### src/rtl/ede_pkg.sv
// Shared constants and types for the Euclidean distance engine.
// No dependencies; imported by every ede_* module and the top level.
`default_nettype none

package ede_pkg;

    // Default widths for the top-level parameters
    localparam int DEFAULT_FEATURE_WIDTH = 16;
    localparam int DEFAULT_SUM_WIDTH     = 48;

    // Width of the distance result field, Q.8
    localparam int DIST_WIDTH = 24;

    // Entries in the queue between accumulator and square root unit
    localparam int QUEUE_DEPTH = 2;

    // Square root sequencer states
    typedef enum logic [1:0] {
        SQ_IDLE,
        SQ_RUN,
        SQ_HOLD
    } sqrt_state_t;

endpackage

`default_nettype wire

### src/rtl/euclidean_distance_engine.sv
// Top level of the Euclidean distance engine.
// Uses ede_pkg, ede_front, ede_queue and ede_sqrt.
`default_nettype none

// Streaming L2 distance between two vectors of signed Q7.8 features. Each
// input transfer carries one element pair; the squared difference (Q.16) is
// added to a running sum that saturates at 2^SUM_WIDTH - 1. The transfer
// with last_element set closes the vector: its pair is included, and one
// output transfer later carries floor(sqrt(sum)) as an unsigned Q.8
// distance (masked to 24 bits) plus a flag set if the sum saturated. Every
// other input transfer produces no output. The accumulator takes one pair
// per cycle unless stalled; a pair passes through its difference, multiply
// and add stages. The root unit resolves one result bit per cycle and
// works on one vector at a time. Two finished sums can wait between the
// two parts, so input only stalls when a vector closes into a full queue:
// when vectors are on average shorter than the root unit's time per
// vector, or when the output side holds back its transfers.
module euclidean_distance_engine #(
    parameter int FEATURE_WIDTH = ede_pkg::DEFAULT_FEATURE_WIDTH,
    parameter int SUM_WIDTH     = ede_pkg::DEFAULT_SUM_WIDTH
) (
    input  wire logic                          clk,
    input  wire logic                          rst_n,
    input  wire logic                          in_valid,
    output logic                               in_ready,
    input  wire logic [FEATURE_WIDTH-1:0]      feature_a,
    input  wire logic [FEATURE_WIDTH-1:0]      feature_b,
    input  wire logic                          last_element,
    output logic                               out_valid,
    input  wire logic                          out_ready,
    output logic [ede_pkg::DIST_WIDTH-1:0]     distance,
    output logic                               saturated
);

    import ede_pkg::*;

    // Queue traffic between accumulator and root unit
    logic                 q_full;
    logic                 q_empty;
    logic                 q_push;
    logic                 q_pop;
    logic [SUM_WIDTH-1:0] push_sum;
    logic                 push_ovf;
    logic [SUM_WIDTH-1:0] head_sum;
    logic                 head_ovf;

    ede_front #(
        .FEATURE_WIDTH (FEATURE_WIDTH),
        .SUM_WIDTH     (SUM_WIDTH)
    ) u_front (
        .clk          (clk),
        .rst_n        (rst_n),
        .in_valid     (in_valid),
        .in_ready     (in_ready),
        .feature_a    (feature_a),
        .feature_b    (feature_b),
        .last_element (last_element),
        .q_full       (q_full),
        .q_push       (q_push),
        .q_sum        (push_sum),
        .q_ovf        (push_ovf)
    );

    ede_queue #(
        .SUM_WIDTH (SUM_WIDTH)
    ) u_queue (
        .clk      (clk),
        .rst_n    (rst_n),
        .push     (q_push),
        .push_sum (push_sum),
        .push_ovf (push_ovf),
        .pop      (q_pop),
        .full     (q_full),
        .empty    (q_empty),
        .head_sum (head_sum),
        .head_ovf (head_ovf)
    );

    // Root unit owns the output register
    ede_sqrt #(
        .SUM_WIDTH (SUM_WIDTH)
    ) u_sqrt (
        .clk       (clk),
        .rst_n     (rst_n),
        .q_empty   (q_empty),
        .q_sum     (head_sum),
        .q_ovf     (head_ovf),
        .q_pop     (q_pop),
        .out_valid (out_valid),
        .out_ready (out_ready),
        .distance  (distance),
        .saturated (saturated)
    );

endmodule

`default_nettype wire

### src/rtl/ede_front.sv
// Front end: difference, square and saturating sum of squares.
// Uses ede_pkg; pushes one finished sum per vector into ede_queue.
`default_nettype none

module ede_front #(
    parameter int FEATURE_WIDTH = ede_pkg::DEFAULT_FEATURE_WIDTH,
    parameter int SUM_WIDTH     = ede_pkg::DEFAULT_SUM_WIDTH
) (
    input  wire logic                     clk,
    input  wire logic                     rst_n,
    input  wire logic                     in_valid,
    output logic                          in_ready,
    input  wire logic [FEATURE_WIDTH-1:0] feature_a,
    input  wire logic [FEATURE_WIDTH-1:0] feature_b,
    input  wire logic                     last_element,
    input  wire logic                     q_full,
    output logic                          q_push,
    output logic [SUM_WIDTH-1:0]          q_sum,
    output logic                          q_ovf
);

    import ede_pkg::*;

    localparam int SQ_W  = 2 * FEATURE_WIDTH;
    localparam int ACC_W = ((SUM_WIDTH > SQ_W) ? SUM_WIDTH : SQ_W) + 1;
    localparam logic [SUM_WIDTH-1:0] SUM_MAX = {SUM_WIDTH{1'b1}};

    logic                     adv;
    logic [FEATURE_WIDTH:0]   diff_s;
    logic [FEATURE_WIDTH:0]   diff_neg;
    logic [FEATURE_WIDTH-1:0] diff_mag;

    logic                     s1_valid_reg;
    logic                     s1_last_reg;
    logic [FEATURE_WIDTH-1:0] s1_diff_reg;
    logic                     s2_valid_reg;
    logic                     s2_last_reg;
    logic [SQ_W-1:0]          s2_sq_reg;

    logic [SUM_WIDTH-1:0]     sum_reg;
    logic [SUM_WIDTH-1:0]     sum_next;
    logic                     ovf_reg;
    logic                     ovf_next;
    logic [ACC_W-1:0]         total;
    logic                     over;
    logic [SUM_WIDTH-1:0]     sum_upd;
    logic                     ovf_upd;

    // Pipeline moves as one; only a last item facing a full queue holds it
    assign adv      = !(s2_valid_reg && s2_last_reg && q_full);
    assign in_ready = adv;

    // |a - b| in one extra bit, magnitude fits FEATURE_WIDTH bits
    assign diff_s   = {feature_a[FEATURE_WIDTH-1], feature_a}
                    - {feature_b[FEATURE_WIDTH-1], feature_b};
    assign diff_neg = -diff_s;
    assign diff_mag = diff_s[FEATURE_WIDTH] ? diff_neg[FEATURE_WIDTH-1:0]
                                            : diff_s[FEATURE_WIDTH-1:0];

    // Saturating add
    assign total   = ACC_W'(sum_reg) + ACC_W'(s2_sq_reg);
    assign over    = total > ACC_W'(SUM_MAX);
    assign sum_upd = over ? SUM_MAX : total[SUM_WIDTH-1:0];
    assign ovf_upd = ovf_reg || over;

    assign q_push = adv && s2_valid_reg && s2_last_reg;
    assign q_sum  = sum_upd;
    assign q_ovf  = ovf_upd;

    always_comb
    begin
        sum_next = sum_reg;
        ovf_next = ovf_reg;
        if (adv && s2_valid_reg)
        begin
            if (s2_last_reg)
            begin
                sum_next = '0;
                ovf_next = 1'b0;
            end
            else
            begin
                sum_next = sum_upd;
                ovf_next = ovf_upd;
            end
        end
    end

    always_ff @(posedge clk or negedge rst_n)
    begin
        if (!rst_n)
        begin
            s1_valid_reg <= 1'b0;
            s2_valid_reg <= 1'b0;
            sum_reg      <= '0;
            ovf_reg      <= 1'b0;
        end
        else
        begin
            sum_reg <= sum_next;
            ovf_reg <= ovf_next;
            if (adv)
            begin
                s1_valid_reg <= in_valid;
                s2_valid_reg <= s1_valid_reg;
            end
        end
    end

    always_ff @(posedge clk)
    begin
        if (adv)
        begin
            s1_diff_reg <= diff_mag;
            s1_last_reg <= last_element;
            s2_sq_reg   <= s1_diff_reg * s1_diff_reg;
            s2_last_reg <= s1_last_reg;
        end
    end

`ifndef ASSERT_OFF
    // Once the sum has saturated it stays pinned at its maximum until cleared
    a_ovf_pins_sum: assert property (@(posedge clk) disable iff (!rst_n)
        ovf_reg |-> (sum_reg == SUM_MAX))
        else $error("overflow flag set with sum below maximum");
`endif

endmodule

`default_nettype wire

### src/rtl/ede_queue.sv
// Short queue of finished sums between the accumulator and the root unit.
// Uses ede_pkg for its depth.
`default_nettype none

module ede_queue #(
    parameter int SUM_WIDTH = ede_pkg::DEFAULT_SUM_WIDTH
) (
    input  wire logic                 clk,
    input  wire logic                 rst_n,
    input  wire logic                 push,
    input  wire logic [SUM_WIDTH-1:0] push_sum,
    input  wire logic                 push_ovf,
    input  wire logic                 pop,
    output logic                      full,
    output logic                      empty,
    output logic [SUM_WIDTH-1:0]      head_sum,
    output logic                      head_ovf
);

    import ede_pkg::*;

    localparam int PTR_W = (QUEUE_DEPTH > 1) ? $clog2(QUEUE_DEPTH) : 1;
    localparam int CNT_W = $clog2(QUEUE_DEPTH + 1);

    logic [SUM_WIDTH-1:0] sum_mem_reg [QUEUE_DEPTH];
    logic                 ovf_mem_reg [QUEUE_DEPTH];
    logic [PTR_W-1:0]     wr_ptr_reg;
    logic [PTR_W-1:0]     wr_ptr_next;
    logic [PTR_W-1:0]     rd_ptr_reg;
    logic [PTR_W-1:0]     rd_ptr_next;
    logic [CNT_W-1:0]     count_reg;
    logic [CNT_W-1:0]     count_next;
    logic                 do_push;
    logic                 do_pop;

    assign full     = (count_reg == CNT_W'(QUEUE_DEPTH));
    assign empty    = (count_reg == '0);
    assign do_push  = push && !full;
    assign do_pop   = pop && !empty;
    assign head_sum = sum_mem_reg[rd_ptr_reg];
    assign head_ovf = ovf_mem_reg[rd_ptr_reg];

    always_comb
    begin
        wr_ptr_next = wr_ptr_reg;
        rd_ptr_next = rd_ptr_reg;
        count_next  = count_reg;
        if (do_push)
            wr_ptr_next = (wr_ptr_reg == PTR_W'(QUEUE_DEPTH - 1)) ? '0 : wr_ptr_reg + 1'b1;
        if (do_pop)
            rd_ptr_next = (rd_ptr_reg == PTR_W'(QUEUE_DEPTH - 1)) ? '0 : rd_ptr_reg + 1'b1;
        if (do_push && !do_pop)
            count_next = count_reg + 1'b1;
        else if (do_pop && !do_push)
            count_next = count_reg - 1'b1;
    end

    always_ff @(posedge clk or negedge rst_n)
    begin
        if (!rst_n)
        begin
            wr_ptr_reg <= '0;
            rd_ptr_reg <= '0;
            count_reg  <= '0;
        end
        else
        begin
            wr_ptr_reg <= wr_ptr_next;
            rd_ptr_reg <= rd_ptr_next;
            count_reg  <= count_next;
        end
    end

    always_ff @(posedge clk)
    begin
        if (do_push)
        begin
            sum_mem_reg[wr_ptr_reg] <= push_sum;
            ovf_mem_reg[wr_ptr_reg] <= push_ovf;
        end
    end

`ifndef ASSERT_OFF
    // Upstream must never offer a sum that would be dropped
    a_no_push_full: assert property (@(posedge clk) disable iff (!rst_n)
        push |-> !full)
        else $error("push into full queue");

    // Root unit only takes a sum that is present
    a_no_pop_empty: assert property (@(posedge clk) disable iff (!rst_n)
        pop |-> !empty)
        else $error("pop from empty queue");

    a_count_bound: assert property (@(posedge clk) disable iff (!rst_n)
        count_reg <= CNT_W'(QUEUE_DEPTH))
        else $error("queue count past depth");
`endif

endmodule

`default_nettype wire

### src/rtl/ede_sqrt.sv
// Back end: bit-serial floor square root, one root bit per cycle,
// with the result register on the output channel. Uses ede_pkg.
`default_nettype none

module ede_sqrt #(
    parameter int SUM_WIDTH = ede_pkg::DEFAULT_SUM_WIDTH
) (
    input  wire logic                 clk,
    input  wire logic                 rst_n,
    input  wire logic                 q_empty,
    input  wire logic [SUM_WIDTH-1:0] q_sum,
    input  wire logic                 q_ovf,
    output logic                      q_pop,
    output logic                      out_valid,
    input  wire logic                 out_ready,
    output logic [ede_pkg::DIST_WIDTH-1:0] distance,
    output logic                      saturated
);

    import ede_pkg::*;

    localparam int ROOT_W = (SUM_WIDTH + 1) / 2;
    localparam int RAD_W  = 2 * ROOT_W;
    localparam int REM_W  = ROOT_W + 2;
    localparam int STEP_W = $clog2(ROOT_W);

    sqrt_state_t state_reg;
    sqrt_state_t state_next;

    logic [RAD_W-1:0]  rad_reg;
    logic [REM_W-1:0]  rem_reg;
    logic [ROOT_W-1:0] root_reg;
    logic [STEP_W-1:0] step_reg;
    logic              ovf_reg;

    logic              out_valid_reg;
    logic              out_valid_next;
    logic [DIST_WIDTH-1:0] dist_reg;
    logic              sat_reg;

    logic [REM_W-1:0]  rem_sh;
    logic [REM_W-1:0]  trial;
    logic              ge;
    logic [REM_W-1:0]  rem_new;
    logic [ROOT_W-1:0] root_new;
    logic [ROOT_W+DIST_WIDTH-1:0] root_wide;
    logic              last_step;
    logic              load_out;
    logic              start;

    // One restoring step: bring down two radicand bits, try (4r + 1)
    assign rem_sh    = {rem_reg[REM_W-3:0], rad_reg[RAD_W-1 -: 2]};
    assign trial     = {root_reg, 2'b01};
    assign ge        = (rem_sh >= trial);
    assign rem_new   = ge ? (rem_sh - trial) : rem_sh;
    assign root_new  = {root_reg[ROOT_W-2:0], ge};
    assign last_step = (step_reg == STEP_W'(ROOT_W - 1));
    assign root_wide = {{DIST_WIDTH{1'b0}}, root_reg};

    // Next state
    always_comb
    begin
        state_next = state_reg;
        unique case (state_reg)
            SQ_IDLE:
                if (!q_empty)
                    state_next = SQ_RUN;
            SQ_RUN:
                if (last_step)
                    state_next = SQ_HOLD;
            SQ_HOLD:
                if (!out_valid_reg || out_ready)
                    state_next = SQ_IDLE;
            default:
                state_next = SQ_IDLE;
        endcase
    end

    // Outputs of the sequencer
    always_comb
    begin
        start    = 1'b0;
        load_out = 1'b0;
        unique case (state_reg)
            SQ_IDLE: start    = !q_empty;
            SQ_RUN:  ;
            SQ_HOLD: load_out = !out_valid_reg || out_ready;
            default: ;
        endcase
    end

    assign q_pop = start;

    always_comb
    begin
        out_valid_next = out_valid_reg;
        if (load_out)
            out_valid_next = 1'b1;
        else if (out_ready)
            out_valid_next = 1'b0;
    end

    always_ff @(posedge clk or negedge rst_n)
    begin
        if (!rst_n)
        begin
            state_reg     <= SQ_IDLE;
            out_valid_reg <= 1'b0;
        end
        else
        begin
            state_reg     <= state_next;
            out_valid_reg <= out_valid_next;
        end
    end

    always_ff @(posedge clk)
    begin
        if (start)
        begin
            rad_reg  <= RAD_W'(q_sum);
            rem_reg  <= '0;
            root_reg <= '0;
            step_reg <= '0;
            ovf_reg  <= q_ovf;
        end
        else if (state_reg == SQ_RUN)
        begin
            rad_reg  <= {rad_reg[RAD_W-3:0], 2'b00};
            rem_reg  <= rem_new;
            root_reg <= root_new;
            step_reg <= step_reg + 1'b1;
        end
        if (load_out)
        begin
            dist_reg <= root_wide[DIST_WIDTH-1:0];
            sat_reg  <= ovf_reg;
        end
    end

    assign out_valid = out_valid_reg;
    assign distance  = dist_reg;
    assign saturated = sat_reg;

`ifndef ASSERT_OFF
    // A finished root leaves a remainder no larger than twice the root
    a_root_floor: assert property (@(posedge clk) disable iff (!rst_n)
        (state_reg == SQ_HOLD) |-> (rem_reg <= REM_W'({root_reg, 1'b0})))
        else $error("square root remainder out of range");
`endif

endmodule

`default_nettype wire

### config.mk
export PLATFORM = sky130hd
export DESIGN_NAME = euclidean_distance_engine
export DESIGN_NICKNAME = d
export VERILOG_FILES = /design/src/rtl/ede_pkg.sv /design/src/rtl/euclidean_distance_engine.sv /design/src/rtl/ede_front.sv /design/src/rtl/ede_queue.sv /design/src/rtl/ede_sqrt.sv
export SDC_FILE = /design/constraint.sdc
export NUM_CORES = 1
export LEC_CHECK = 0
export ABC_AREA = 1
export CORE_MARGIN = 8
export CORE_UTILIZATION = 50
export DETAILED_ROUTE_END_ITERATION = 8
export DONT_BUFFER_PORTS = 1
export SETUP_SLACK_MARGIN = 0.15
export SYNTH_ARGS = -nofsm -noshare
export SYNTH_HDL_FRONTEND = slang
export SYNTH_SLANG_ARGS = --single-unit
### constraint.sdc
create_clock -name clk -period 9 [get_ports clk]
set_clock_uncertainty 0.1 [all_clocks]
set_input_delay 0.45 -clock clk [delete_from_list [all_inputs] [get_ports clk]]
set_output_delay 0.45 -clock clk [all_outputs]
set_load 0.1 [all_outputs]
Word level (Yosys, flattened, before mapping)
Memory sizes are Yosys's and may differ from the RTL's. A register that Yosys moved wholly into a read port is not among the register bits. Cells that the tools add are included.

Eq/ne operators: 7. Reduce and logical (&&, ||, !) cells: 22. Add/subtract/negate cells: 9. Magnitude comparators: 2. Mux-type cells: 21. $mul: 1.

Operators by type and width (count): $mux 48 (4); $add 48x32->49 (1); $gt 49x48->1 const B (1); $mul 16x16->32 (1); $ge 26x26->1 (1); $mux 24 (1); $sub 24x24->24 (1); $sub 16x16->17 (1); $mux 16 (1); $neg 16->16 (1); $mux 2 (5); $mux 1 (9); $logic_and 1x1->1 (8); $logic_not 1->1 (6); $pmux 2 s3 (1); $reduce_bool 2->1 (3); $add 5x1->5 const B (1); $eq 5x5->1 const B (1); $eq 2x2->1 const B (2); $logic_not 2->1 (2); $ne 2x1->1 const B (2); $reduce_and 3->1 (1); $add 1x1->1 const B (2); $add 2x1->2 const B (1); other kinds (4) (5).

Bits of input ports: 37. Logic and storage cells: 83. Register bits after elaboration: 234. Memories: 2. RAM bits: 98.

Memory list: u_queue.sum_mem_reg (depth 2, bits a word 48, rd ports 1, clocked after memory_dff 0, write ports 1, RTL line ede_queue.sv:25) `logic [SUM_WIDTH-1:0] sum_mem_reg [QUEUE_DEPTH];`; u_queue.ovf_mem_reg (depth 2, bits a word 1, rd ports 1, clocked after memory_dff 1, write ports 1, RTL line ede_queue.sv:26) `logic ovf_mem_reg [QUEUE_DEPTH];`.

Logic depth before layout (Yosys ltp)
Gate-level depths: netlist of the first run.

Depth in word-level cells: 10. Mapped depth: 28.

Modules after synthesis
A second synthesis of the first run with hierarchy kept.

Cells, all modules: 3333. Area total of the unflattened synthesis: 26486.7 um^2.

Modules (own cells, without submodules): ede_front (cells an instance 2165, area each 15832.7 um^2, instances 1); ede_sqrt (cells an instance 880, area each 6831.6 um^2, instances 1); ede_queue (cells an instance 288, area each 3822.4 um^2, instances 1).

Worst setup path before layout of the first run
Ideal clock, no wire load.

Path kind: register -> register. Start point: reg u_front.s1_diff_reg[4]. End point: reg u_front.s2_sq_reg[28] (data pin). Slack: 3.094 ns. Data arrival time: 5.547 ns. Path buffers: 2. Setup time: 0.259 ns. Stages on the path, launching flop included: 25. Path through: edfxtp_1 -> clkbuf_1 -> clkbuf_1 -> nand2_1 -> fa_1 -> inv_1 -> fa_1 -> fa_1 -> fa_1 -> fa_1 -> inv_1 -> fa_1 -> inv_1 -> ha_1 -> nand2_1 -> nor2_1 -> inv_1 -> nor2_1 -> nand4_1 -> nand3_1 -> nand3_1 -> nand2_1 -> nand2_1 -> nand2_1 -> xor2_1.

Cells in the longest elaborated chain, start to end: 1.

RTL lines: start, declared (RTL line ede_front.sv:35) `logic [FEATURE_WIDTH-1:0] s1_diff_reg;`; start signal, assigned (RTL line ede_front.sv:114) `s1_diff_reg <= diff_mag;`; $mul 16x16->32 (RTL line ede_front.sv:116) `s2_sq_reg <= s1_diff_reg * s1_diff_reg;`; end signal, assigned (RTL line ede_front.sv:116); end, declared (RTL line ede_front.sv:38) `logic [SQ_W-1:0] s2_sq_reg;`.

No other way between the ends. A chain may end at the register's enable or synchronous reset.

Worst setup path after layout of the first run
Start point: reg u_front.s1_diff_reg[4]. End point: reg u_front.s2_sq_reg[27] (data pin).

Same word-level chain as after synthesis.

==> results.yml, run 1 <==
global_route:
  grt_overflow_total: 0
  grt_pass1_vias: 19300
  antenna_found_initial: 0
  grt_max_degree: 94
  track_usage_pct: 21.4
  grt_pass1_wl_mm: 103
clock_network:
  cts_root_buf: "clkbuf_16"
  clockBufferDepth: 3
  cts_buffers: 38
  clk_pin_slew_ns: 0.06
  htree_levels: 2
  cts.sinks: 332
  postCtsSetupRepairBufs: 0
  clk_latency_ns: 0.56
  cts_tree: "yes"
placement:
  gp_congestion: 0.921
  dpl.hpwl_mm: 48.8
  io_buffers: 0
drt:
  routed_via_density: 5.18
  drt-pass1-iter-count: 6
  wl_met1_mm: 29.7
  dr.max_layer_used: "met4"
  dr_wl_met3_mm: 2.56
  wire_per_inst_um: 16.9
  wl_met2_mm: 29.3
  drc: 0
  drt_wl_total_mm: 63.1
  vias: 19300
  drt_iter0_markers: 1227
  final_antenna_net_count: 0
cells_and_area:
  syn2layout_area_growth_pct: 7.80
  n_antenna_cell: 0
  fillers: 4756
  final_nets: 3409
  seqCellArea_sq_um: 9150
  multi_input_area_sq_um: 13800
  drive_gt1_share_pct: 4.77
  largest_register_ff_count: 96
sta:
  setup_viol: 0
  slew_headroom_pct: 26.8
  fmax_ghz: 0.147
  fin_crit_ns: 6.83
  rsz0062_at_grt: "false"
  tightest_slew_ns: 1.10
  drv_slew: 0
  post-route-period-util_pct: 75.8
  setup_tns_ns: 0
  holdWs_ns: 0.235
  hold_viol_final: 0
worst_setup_path:
  path_class: "reg2reg"
  cp.required_ns: 9.19
  cp-end-kind: "flop"
  worstPathMaxFanout: 17
  start_kind: "flop"
  critPathArrivalTime_ns: 7.01
logic_synthesis:
  synthTopCellsByArea: "edfxtp_1, fa_1, nand2_1, ha_1, inv_1"
  syn-num-nets: 3434
  yosys-top-cells-count: "nand2_1, inv_1, edfxtp_1"
  synthArstFlopShare_pct: 17.5
  yosys.area.top_type_share_pct: 26.1
  yosysSeqAreaShare_pct: 36.0
  yosysMostFrequentCell: "nand2_1"
  synth-edff-count: 221
  synth_cell_types: 50
  ys.flop_type: "edfxtp_1"
  netlist_area_sq_um: 25400
  syn_area_per_cell_sq_um: 8.33
  synth_top_cell_by_area: "edfxtp_1"
  synth_seq_cells: 332
  ys_warn_count: 0
  synthCells: 3053
floorplan:
  coreArea_sq_um: 50200
  io_pins: 64
  initial_core_util_pct: 50.7
  die_area_sq_um: 58300
  die_y_um: 242
  die_w_um: 242
  rows: 82
run:
  maxCapViolCount: 0
hold_path:
  hold_path.class: "in2reg"
run_status:
  status: "finished clean"
## per-layer routing
| layer | global-route usage, % | vias to the layer above |
|---|---|---|
| li1 | - | 9662 |
| met1 | 29.5 | 9174 |
| met2 | 35.5 | 383 |
| met3 | 2.45 | 104 |
| met4 | 5.96 | 0 |
| met5 | 0 | - |
## logic make-up (layout without fill, tap and decap cells)
kind of cell	Yosys count	count (layout)	synth area share, %
compound gates	327	327	7.59
xor+xnor	98	98	3.45
flops	332	332	36.0
buf+inv	655	660	9.92
mux	1	1	0.0443
fa+ha+maj	344	344	21.8
simple gates	1296	1296	21.2
## critical path: stages (launching register included)
cell and delay [ns]:
edfxtp_1 0.81, nand2_1 0.18, fa_1 0.64, inv_1 0.07, fa_1 0.46, fa_1 0.52
fa_1 0.52, fa_1 0.54, inv_1 0.05, fa_1 0.52, inv_1 0.04, ha_1 0.37
nand2_1 0.13, nor4_1 0.82, nand4_1 0.33, nand3_1 0.22, nand2_1 0.08, nand2_1 0.07
xor2_1 0.07
## repair_timing
action                                 in CTS  in global routing
setup endpoints to repair                   0                  0
endpoints found under the hold margin      62                  0
hold buffers                                5                  0
resized for setup                           0                  0
## per-stage QoR
stage | std cells | cell area (sq um) | setup WS (ns) | util (%)
final | 3730 | 27400 | 2.17 | 54.6
after global routing | 3730 | 27400 | 1.85 | 54.6
after CTS | 3730 | 27400 | 2.21 | 54.6
after detailed placement | 3655 | 26000 | 2.24 | 51.9
after global placement | 3655 | 26000 | 2.35 | 51.9
after floorplan | 3053 | 25400 | 3.09 | -
## layout make-up
cell class | count | area share (%)
Multi-Input combinational cell | 2066 | 50.3
Sequential cell | 332 | 33.4
Inverter | 573 | 7.85
Clock buffer | 51 | 3.91
Tap cell | 672 | 3.07
Clock inverter | 19 | 0.936
Timing Repair Buffer | 17 | 0.575
## final timing paths
check	cells past startpoint	slack, ns	endpoint	startpoint
min reg2reg	0	0.32	u_front.s2_last_reg	u_front.s1_last_reg
max reg2reg	18	2.17	u_front.s2_sq_reg[27]	u_front.s1_diff_reg[4]
max	18	2.17	u_front.s2_sq_reg[27]	u_front.s1_diff_reg[4]
max in group asynchronous	2	8.18	u_front.ovf_reg	rst_n
min	2	0.23	u_front.s1_diff_reg[0]	feature_b[0]
min in group asynchronous	2	0.34	u_front.sum_reg[30]	rst_n
## cells in the final DEF (no fill, tap or decap), drive strengths merged, types with 12 or more instances in the layout
master  instances
ha            179
dfrtp          58
inv           575
a31oi          54
xnor2          39
nor3           26
a21oi         113
xor2           59
nand2         858
clkbuf         51
o21ai          74
fa            165
nand3         129
nor2          220
nand4          33
buf            13
edfxtp        221
a21o           12
a22o           16
o22ai          24
o21bai         12
dfxtp          53
Power of run 1 is not shown: default switching activity piles up to over one toggle a cycle in this logic, so the estimate is an artifact.
==> run 2, diff against run 1 <==
- clock period: 9 -> 7.08 ns (I/O delays scaled with it)
==> results.yml, run 2 (same netlist as run 1, synthesis figures left out) <==
clock_network:
  postCtsSetupRepairBufs: 0
  cts_tree: "yes"
  cts_hold_buf: 5
  cts.sinks: 332
  htree_levels: 2
  clockBufferDepth: 3
  clk_latency_ns: 0.56
  clk_pin_slew_ns: 0.06
  cts_root_buf: "clkbuf_16"
  cts_buffers: 39
  cts.repair.resized: 0
sta:
  tightest_slew_ns: 1.09
  fmax_ghz: 0.152
  hold_viol_final: 0
  setup_viol: 0
  fin_crit_ns: 6.58
  setup_tns_ns: 0
  slew_headroom_pct: 27.1
  post-route-period-util_pct: 92.9
  drv_slew: 0
  rsz0062_at_grt: "false"
  post-route-worst-setup-slack_ns: 0.502
cells_and_area:
  layout_commonest_cell: "nand2_1"
  drive_gt1_share_pct: 4.83
  final_nets: 3414
  fillers: 4693
  syn2layout_area_growth_pct: 7.93
  layout_common_cells: "nand2_1, inv_1, edfxtp_1"
  utilization_pct: 54.7
  largest_register_ff_count: 96
placement:
  io_buffers: 0
  gp_congestion: 0.940
  dpl.hpwl_mm: 48.3
  post-place-ws_ns: 0.556
floorplan:
  die_area_sq_um: 58300
  die_y_um: 242
  die_w_um: 242
  rows: 82
  initial_core_util_pct: 50.7
  io_pins: 64
  coreArea_sq_um: 50200
global_route:
  antenna_found_initial: 0
  met2_usage_pct: 35.1
  gr-usage-met3_pct: 2.87
  grt_overflow_total: 0
  track_usage_pct: 21.2
  grt_pass1_wl_mm: 102
  grt_pass1_vias: 19600
  met1_usage_pct: 29.2
  top_usage_layer: "met2"
  grt_max_degree: 94
worst_setup_path:
  start_kind: "flop"
  critPathMaxStageDelay_ns: 0.81
  crit_top_cell: "fa_1"
  worst_path_max_delay_cell: "edfxtp_1"
  cp_cell_sequence: "nand2_1 -> fa_1 -> inv_1 -> fa_1 -> fa_1 -> fa_1 -> fa_1 -> inv_1 -> fa_1 -> inv_1 -> ha_1 -> nand2_1 -> inv_1 -> nand3_1 -> nor3_1 -> nand4_1 -> nand3_1 -> a21oi_1 -> xnor2_1"
  path_class: "reg2reg"
  critPathArrivalTime_ns: 6.77
  cp-end-kind: "flop"
  cp.required_ns: 7.27
  worstPathMaxFanout: 17
drt:
  routed_via_density: 5.15
  vias: 19300
  wire_per_inst_um: 16.7
  drt-pass1-iter-count: 5
  drc: 0
  drt_wl_total_mm: 62.5
  drt_iter0_markers: 1186
  final_antenna_net_count: 0
run:
  maxCapViolCount: 0
run_status:
  status: "finished clean"
hold_path:
  hold_path.class: "in2reg"
==> run 2: critical path: cells and delay by family (launching register included) <==
family | cells | cell delay [ns]
AOI/OAI and AO/OA | 1 | 0.09
xor gates and xnor gates | 1 | 0.13
adders and majority gates | 7 | 3.59
buffers and inverters | 4 | 0.25
DFF | 1 | 0.81
and+or+nand+nor | 6 | 1.32
==> run 2: routing by layer <==
metal  share of wire (%)  up-vias
met1                  47     9145
met5                   0        -
met2                  46      341
li1                    -     9676
met4                 2.2        0
met3                 4.0       90
==> run 2: final cells by class <==
class	count	area (sq um)	share of cell area (%)
flip-flops and latches	332	9150	33.3
repair buffers	21	188	0.684
clock inverters	19	269	0.980
multi-input cells	2066	13800	50.2
clock buffers	53	1060	3.86
diodes	1	2.50	0.00912
inverters	573	2150	7.84
well taps	672	841	3.06
==> run 2: final timing paths <==
path                                         from                     end  slack (ns)  cells past startpoint
max                        u_front.s1_diff_reg[1]   u_front.s2_sq_reg[25]        0.50                     19
min reg2reg                   u_front.s1_last_reg     u_front.s2_last_reg        0.32                      0
max in group asynchronous                   rst_n     u_front.sum_reg[28]        6.28                      2
max reg2reg                u_front.s1_diff_reg[1]   u_front.s2_sq_reg[25]        0.50                     19
min                                  feature_b[0]  u_front.s1_diff_reg[0]        0.09                      2
min in group asynchronous                   rst_n     u_front.sum_reg[34]        0.25                      2
==> run 2: metrics by stage <==
stage | instances | hold WS [ns] | instance area [sq um]
6_report | 3737 | 0.0904 | 27400
5_1_grt | 3736 | 0.100 | 27400
4_1_cts | 3736 | 0.0566 | 27400
3_5_place_dp | 3659 | -0.0352 | 26000
3_3_place_gp | 3659 | -0.0356 | 26000
2_1_floorplan | 3053 | -0.0416 | 25400
Power of run 2 is left out for the same reason.
